[src/hdl/sld_pkg.sv]
`timescale 1ns / 1ps

package sld_pkg;

    typedef enum logic [1:0] {
        PH_HUNT = 2'd0,
        PH_LEN  = 2'd1,
        PH_PAY  = 2'd2
    } phase_t;

    typedef enum logic [1:0] {
        KIND_PAYLOAD  = 2'd0,
        KIND_TOO_LONG = 2'd1,
        KIND_ZERO_LEN = 2'd2
    } kind_t;

    localparam logic [31:0] SYNC_WORD        = 32'h535A_3A20;
    localparam logic [31:0] MAX_LENGTH_RESET = 32'd1048576;
    localparam logic [1:0]  LEN_LAST_INDEX   = 2'd3;

endpackage

[src/hdl/sync_length_deframer_core.sv]
`timescale 1ns / 1ps

// Output: a result word is registered and appears on m_* in the cycle after the input word that causes it.
// Throughput: one input word per cycle; the single result register stalls s_ready only
// when the next word is a payload or final length word while the held result is not taken.
// Reset: aresetn synchronous, active low; returns to sync hunting with a cleared window,
// no result pending, and max_length at 1048576.
module sync_length_deframer_core (
    input  logic        aclk,
    input  logic        aresetn,
    input  logic        cfg_wr_en,
    input  logic [31:0] cfg_wr_data,
    input  logic        s_valid,
    output logic        s_ready,
    input  logic [7:0]  s_in_byte,
    output logic        m_valid,
    input  logic        m_ready,
    output logic [1:0]  m_out_kind,
    output logic [7:0]  m_out_byte,
    output logic        m_out_last
);

    sld_pkg::phase_t phase_reg, phase_next;
    logic [23:0] sync_window_reg, sync_window_next;
    logic [1:0]  length_index_reg, length_index_next;
    logic [31:0] length_accum_reg, length_accum_next;
    logic [31:0] bytes_left_reg, bytes_left_next;
    logic [31:0] max_length_reg;

    logic        m_valid_reg, m_valid_next;
    logic [1:0]  m_out_kind_reg, m_out_kind_next;
    logic [7:0]  m_out_byte_reg, m_out_byte_next;
    logic        m_out_last_reg, m_out_last_next;

    logic        s_accept;
    logic        may_emit;
    logic        emit;
    logic [31:0] length_full;

    // words that can never produce a result pass even while the output holds
    always_comb begin
        case (phase_reg)
            sld_pkg::PH_LEN: may_emit = (length_index_reg == sld_pkg::LEN_LAST_INDEX);
            sld_pkg::PH_PAY: may_emit = 1'b1;
            default:         may_emit = 1'b0;
        endcase
    end

    assign s_ready  = !m_valid_reg || m_ready || !may_emit;
    assign s_accept = s_valid && s_ready;

    assign length_full = length_accum_reg
                       | ({24'd0, s_in_byte} << {length_index_reg, 3'b000});

    // next state
    always_comb begin
        phase_next        = phase_reg;
        sync_window_next  = sync_window_reg;
        length_index_next = length_index_reg;
        length_accum_next = length_accum_reg;
        bytes_left_next   = bytes_left_reg;
        if (s_accept) begin
            case (phase_reg)
                sld_pkg::PH_LEN: begin
                    if (length_index_reg != sld_pkg::LEN_LAST_INDEX) begin
                        length_accum_next = length_full;
                        length_index_next = length_index_reg + 2'd1;
                    end else if (length_full > max_length_reg || length_full == 32'd0) begin
                        phase_next        = sld_pkg::PH_HUNT;
                        sync_window_next  = 24'd0;
                        length_index_next = 2'd0;
                        length_accum_next = 32'd0;
                        bytes_left_next   = 32'd0;
                    end else begin
                        phase_next        = sld_pkg::PH_PAY;
                        length_index_next = 2'd0;
                        length_accum_next = length_full;
                        bytes_left_next   = length_full;
                    end
                end
                sld_pkg::PH_PAY: begin
                    bytes_left_next = bytes_left_reg - 32'd1;
                    if (bytes_left_reg == 32'd1) begin
                        phase_next        = sld_pkg::PH_HUNT;
                        sync_window_next  = 24'd0;
                        length_index_next = 2'd0;
                        length_accum_next = 32'd0;
                        bytes_left_next   = 32'd0;
                    end
                end
                default: begin
                    if ({sync_window_reg, s_in_byte} == sld_pkg::SYNC_WORD) begin
                        phase_next        = sld_pkg::PH_LEN;
                        sync_window_next  = 24'd0;
                        length_index_next = 2'd0;
                        length_accum_next = 32'd0;
                        bytes_left_next   = 32'd0;
                    end else begin
                        phase_next       = sld_pkg::PH_HUNT;
                        sync_window_next = {sync_window_reg[15:0], s_in_byte};
                    end
                end
            endcase
        end
    end

    // result word
    always_comb begin
        emit            = 1'b0;
        m_out_kind_next = sld_pkg::KIND_PAYLOAD;
        m_out_byte_next = 8'd0;
        m_out_last_next = 1'b0;
        case (phase_reg)
            sld_pkg::PH_LEN: begin
                if (length_index_reg == sld_pkg::LEN_LAST_INDEX) begin
                    if (length_full > max_length_reg) begin
                        emit            = 1'b1;
                        m_out_kind_next = sld_pkg::KIND_TOO_LONG;
                    end else if (length_full == 32'd0) begin
                        emit            = 1'b1;
                        m_out_kind_next = sld_pkg::KIND_ZERO_LEN;
                    end
                end
            end
            sld_pkg::PH_PAY: begin
                emit            = 1'b1;
                m_out_byte_next = s_in_byte;
                m_out_last_next = (bytes_left_reg == 32'd1);
            end
            default: begin
                emit = 1'b0;
            end
        endcase
        if (s_accept && emit) begin
            m_valid_next = 1'b1;
        end else if (m_ready) begin
            m_valid_next = 1'b0;
        end else begin
            m_valid_next = m_valid_reg;
        end
    end

    always_ff @(posedge aclk) begin
        if (!aresetn) begin
            phase_reg        <= sld_pkg::PH_HUNT;
            sync_window_reg  <= 24'd0;
            length_index_reg <= 2'd0;
            length_accum_reg <= 32'd0;
            bytes_left_reg   <= 32'd0;
            max_length_reg   <= sld_pkg::MAX_LENGTH_RESET;
            m_valid_reg      <= 1'b0;
        end else begin
            phase_reg        <= phase_next;
            sync_window_reg  <= sync_window_next;
            length_index_reg <= length_index_next;
            length_accum_reg <= length_accum_next;
            bytes_left_reg   <= bytes_left_next;
            m_valid_reg      <= m_valid_next;
            if (cfg_wr_en) begin
                max_length_reg <= cfg_wr_data;
            end
        end
    end

    always_ff @(posedge aclk) begin
        if (s_accept && emit) begin
            m_out_kind_reg <= m_out_kind_next;
            m_out_byte_reg <= m_out_byte_next;
            m_out_last_reg <= m_out_last_next;
        end
    end

    assign m_valid    = m_valid_reg;
    assign m_out_kind = m_out_kind_reg;
    assign m_out_byte = m_out_byte_reg;
    assign m_out_last = m_out_last_reg;

`ifndef ASSERT_OFF
    a_len_window_clear: assert property (@(posedge aclk) disable iff (!aresetn)
        phase_reg == sld_pkg::PH_LEN |-> sync_window_reg == 24'd0)
        else $error("window not cleared after sync match");

    a_pay_count_nonzero: assert property (@(posedge aclk) disable iff (!aresetn)
        phase_reg == sld_pkg::PH_PAY |-> bytes_left_reg != 32'd0)
        else $error("payload phase with no bytes left");

    a_last_ends_frame: assert property (@(posedge aclk) disable iff (!aresetn)
        s_accept && phase_reg == sld_pkg::PH_PAY && bytes_left_reg == 32'd1
        |=> phase_reg == sld_pkg::PH_HUNT && m_valid && m_out_last)
        else $error("last payload word did not end frame");

    a_err_fields_zero: assert property (@(posedge aclk) disable iff (!aresetn)
        m_valid && m_out_kind != sld_pkg::KIND_PAYLOAD |-> m_out_byte == 8'd0 && !m_out_last)
        else $error("status word carries payload bits");
`endif

endmodule

[config.mk]
export PLATFORM = sky130hd
export DESIGN_NAME = sync_length_deframer_core
export DESIGN_NICKNAME = d
export VERILOG_FILES = /design/src/hdl/sld_pkg.sv /design/src/hdl/sync_length_deframer_core.sv
export SDC_FILE = /design/constraint.sdc
export NUM_CORES = 1
export LEC_CHECK = 0
export ABC_AREA = 1
export BUFFER_PORTS_ARGS = -buffer_cell sky130_fd_sc_hd__buf_2
export CAP_MARGIN = 30
export CORE_MARGIN = 2
export CORE_UTILIZATION = 28
export DETAILED_ROUTE_END_ITERATION = 8
export PLACE_DENSITY = 0.48
export RECOVER_POWER = 100
export SETUP_SLACK_MARGIN = 0.5
export SYNTH_ARGS = -nofsm -noshare
export SYNTH_HDL_FRONTEND = slang
export SYNTH_SLANG_ARGS = --single-unit
[constraint.sdc]
create_clock -name aclk -period 2.6 [get_ports aclk]
set_input_delay 0.39 -clock aclk [delete_from_list [all_inputs] [get_ports aclk]]
set_output_delay 0.39 -clock aclk [all_outputs]
set_load 0.1 [all_outputs]
==> impl_metrics.xml <==
<?xml version="1.0" encoding="UTF-8"?>
<metrics>
  <group name="layout">
    <metric name="final_cell_count_no_fill" unit="">1715</metric>
    <metric name="area_growth_syn_to_layout" unit="%">47.8</metric>
    <metric name="fin_nets" unit="">1406</metric>
    <metric name="final_layout_size_suffix_gt1_share" unit="%">34.9</metric>
    <metric name="n_antenna_cell" unit="">0</metric>
  </group>
  <group name="detailed_routing">
    <metric name="routed_wirelength" unit="µm">26200</metric>
    <metric name="drc" unit="">0</metric>
    <metric name="routedLengthMet1" unit="µm">12000</metric>
    <metric name="wl_met2" unit="µm">12600</metric>
    <metric name="number_of_detailed_route_iterations_in_the_first_pass" unit="">5</metric>
    <metric name="ant_nets" unit="">0</metric>
    <metric name="route.detailed.vias_per_inst" unit="">4.72</metric>
    <metric name="met3RoutedLength" unit="µm">1080</metric>
    <metric name="drt-initial-drc-count" unit="">518</metric>
    <metric name="max_layer_used" unit="">met4</metric>
    <metric name="routed-via-count" unit="">8098</metric>
    <metric name="post_drt_wl_per_cell" unit="µm">15.3</metric>
  </group>
  <group name="die">
    <metric name="chipWidth" unit="µm">172</metric>
    <metric name="floorplan.die_area" unit="mm²">0.0294</metric>
    <metric name="chipHeight" unit="µm">172</metric>
    <metric name="fp-row-count" unit="">61</metric>
    <metric name="start_util" unit="%">28.4</metric>
    <metric name="core_region_area" unit="mm²">0.0277</metric>
    <metric name="floorplan.io_pins" unit="">58</metric>
  </group>
  <group name="timing">
    <metric name="min_period_over_period" unit="%">99.0</metric>
    <metric name="fmaxAchievable" unit="GHz">0.388</metric>
    <metric name="hold_ws" unit="ns">0.171</metric>
    <metric name="worst_slew_margin_rel" unit="%">22.3</metric>
    <metric name="rsz0062_at_grt" unit="">true</metric>
    <metric name="finalHoldViolations" unit="">0</metric>
    <metric name="slew_at_the_pin_closest_to_its_max_slew_limit" unit="ns">1.17</metric>
    <metric name="clock-skew-final" unit="ns">0.0180</metric>
    <metric name="finalSetupViolCount" unit="">0</metric>
    <metric name="layout_min_cycle_time" unit="ns">2.58</metric>
    <metric name="drv_slew" unit="">0</metric>
  </group>
  <group name="logic_synthesis">
    <metric name="leading_cell_type_by_number_of_instances_after_synthesis" unit="">nand2_1</metric>
    <metric name="postSynthNetCount" unit="">1255</metric>
    <metric name="synth_cells" unit="">1173</metric>
    <metric name="ys_warn_count" unit="">0</metric>
    <metric name="yosysTopAreaCell" unit="">dfxtp_1</metric>
    <metric name="proportion_of_synthesized_flip_flops_having_asynchronous_set_or_reset" unit="%">0</metric>
    <metric name="synth.yosys.seq_area_share" unit="%">36.1</metric>
    <metric name="postSynth.topFlopCell" unit="">dfxtp_1</metric>
    <metric name="syn_area_per_cell" unit="µm²">6.70</metric>
    <metric name="post_synth_cell_types" unit="">41</metric>
    <metric name="synth_top_cells_by_count" unit="">nand2_1 (334), nand3_1 (135), dfxtp_1 (125)</metric>
    <metric name="synth-edff-count" unit="">11</metric>
    <metric name="synth_top_cell_area_share" unit="%">31.9</metric>
    <metric name="synth.ff_latch_count" unit="">136</metric>
    <metric name="synthesis.area" unit="mm²">0.00786</metric>
    <metric name="synth_area_leaders" unit="">dfxtp_1 (32%), nand2_1 (16%), nand3_1 (8.6%)</metric>
  </group>
  <group name="placed_design">
    <metric name="placedCellCount" unit="">1630</metric>
    <metric name="place_congestion" unit="">0.887</metric>
    <metric name="portBuffers" unit="">57</metric>
    <metric name="dpl.hpwl" unit="µm">17100</metric>
  </group>
  <group name="setup_path">
    <metric name="worst-r2r-cell-count" unit="">16</metric>
    <metric name="worst_ep_arrival_time" unit="ns">2.74</metric>
    <metric name="crit_path_start_kind" unit="">flip-flop</metric>
    <metric name="critical_path_required" unit="ns">2.76</metric>
    <metric name="crit_type" unit="">flip-flop to flip-flop</metric>
    <metric name="crit_fanout" unit="">8</metric>
    <metric name="worstSetupEndpointType" unit="">flip-flop</metric>
  </group>
  <group name="global_route">
    <metric name="largest_net_degree_at_the_start_of_global_routing" unit="">39</metric>
    <metric name="antenna_violations_before_repair" unit="">0</metric>
    <metric name="grt_pass1_vias" unit="">7617</metric>
    <metric name="global_route.usage.total" unit="%">18.2</metric>
    <metric name="grt_first_pass_wirelength" unit="µm">41200</metric>
    <metric name="grt-ovfl-total" unit="">0</metric>
  </group>
  <group name="clocking">
    <metric name="postCtsHoldBufs" unit="">0</metric>
    <metric name="cts.clk_slew.worst_paths" unit="ns">0.07</metric>
    <metric name="cts.path.max_buffers" unit="">2</metric>
    <metric name="htree_num_levels" unit="">4</metric>
    <metric name="cts_num_sinks" unit="">136</metric>
    <metric name="cts.root.buffer_cell" unit="">clkbuf_16</metric>
    <metric name="cts_made_buffers" unit="">17</metric>
    <metric name="clock_tree_from_tritoncts" unit="">yes</metric>
    <metric name="clock_insertion_delay_worst_skew" unit="ns">0.44</metric>
  </group>
  <group name="flow_run">
    <metric name="max_cap_violations" unit="">0</metric>
  </group>
  <group name="worst_hold_path">
    <metric name="worstHoldPathType" unit="">input pin to flip-flop</metric>
    <metric name="worstHoldPathCells" unit="">3</metric>
  </group>
  <group name="run_status">
    <metric name="outcome" unit="">finished, final reports clean</metric>
  </group>
  <group name="pwr">
    <metric name="pwr_density_cell" unit="mW/mm²">464</metric>
    <metric name="power.static_leakage" unit="nW">5.11</metric>
    <metric name="vdd.ir_drop.worst" unit="mV">0.470</metric>
  </group>
</metrics>
where the power goes:
group / total [mW] / internal, mW / switching, mW
sequential: 2.21 / 2.17 / 0.0360
combinational: 0.700 / 0.276 / 0.424
clock: 2.48 / 1.36 / 1.12
total: 5.39 / 3.81 / 1.58
cell usage in the layout, fill, tap and decap left out, types with 12 or more instances in the layout:
master / instances
nand2_1: 272
dfxtp_1: 117
inv_1: 104
nand3_1: 87
nor2_1: 86
buf_4: 76
a21oi_1: 72
nand2_2: 57
buf_2: 44
a21oi_2: 41
nor2_2: 36
o21ai_0: 36
nand3_4: 28
nand3_2: 23
ha_1: 22
buf_12: 21
clkbuf_16: 17
buf_6: 15
clkbuf_1: 14
ha_4: 13
nor2_4: 12
final cells by class:
cell class / count / area (µm²)
Clock inverter: 15 / 159
Tap cell: 378 / 473
Clock buffer: 17 / 425
Inverter: 118 / 473
Sequential cell: 136 / 2850
Timing Repair Buffer: 182 / 1720
Fill cell: 2815 / 16100
Multi-Input combinational cell: 862 / 5420
Timing Repair inverter: 7 / 88.8
routing by layer:
metal | up-vias | track usage (%)
met1 | 3788 | 23.7
met5 | - | 0
met3 | 37 | 3.64
li1 | 4107 | -
met4 | 0 | 5.78
met2 | 166 | 30.1
cells by family after synthesis:
family                   after synthesis  share of synthesized area (%)
AND/OR/NAND/NOR                      647                           35.9
AO/OA/AOI/OAI                        161                           10.5
XOR/XNOR                              17                           1.90
flip-flops                           136                           36.1
buffers and inverters                175                           9.75
adder cells (fa/ha/maj)               37                           5.89
per-stage QoR:
| step | power [mW] | utilization [%] | area (µm²) | setup WS [ns] | setup TNS [ns] |
|---|---|---|---|---|---|
| 2_1_floorplan | 2.60 | - | 7920 | -0.851 | -77.43 |
| 3_3_place_gp | 2.79 | 32.5 | 9000 | -0.300 | -19.87 |
| 3_5_place_dp | 2.79 | 32.5 | 9000 | -0.285 | -18.14 |
| 4_1_cts | 5.38 | 40.1 | 11100 | 0.0385 | 0 |
| 5_1_grt | 5.61 | 41.9 | 11600 | -0.0813 | -2.80 |
| 6_report | 5.39 | 41.9 | 11600 | 0.0250 | 0 |
final timing paths:
| kind | startpoint | end | slack, ns |
|---|---|---|---|
| worst min-delay path | cfg_wr_data[20] | max_length_reg[20]$_SDFFE_PN1P_ | 0.17 |
| worst min register to register | sync_window_reg[20]$_SDFFE_PN0P_ | sync_window_reg[20]$_SDFFE_PN0P_ | 0.47 |
| worst max register to register | length_index_reg[0]$_SDFFE_PN0P_ | m_out_kind[0]$_SDFFCE_PN0P_ | 0.02 |
| worst max-delay path | length_index_reg[0]$_SDFFE_PN0P_ | m_out_kind[0]$_SDFFCE_PN0P_ | 0.02 |
worst max-delay path, stage by stage (launching register included):
cell	delay, ns
dfxtp_4	0.38
buf_12	0.16
nand3_4	0.10
nand2_4	0.08
ha_4	0.28
nand2_2	0.05
inv_2	0.07
nand3_4	0.07
nor2_4	0.14
buf_6	0.11
nand4_1	0.10
buf_6	0.15
nand2_8	0.08
buf_6	0.10
nor2_4	0.03
o21bai_4	0.19
clkinvlp_4	0.19
what timing repair did:
item,4_1_cts,5_1_grt
resized for setup,229,91
setup endpoints to repair,106,107
gates cloned,16,0
buffers inserted,21,16
pin swaps,51,35
No activity file was read; power rests on OpenSTA's default activity.
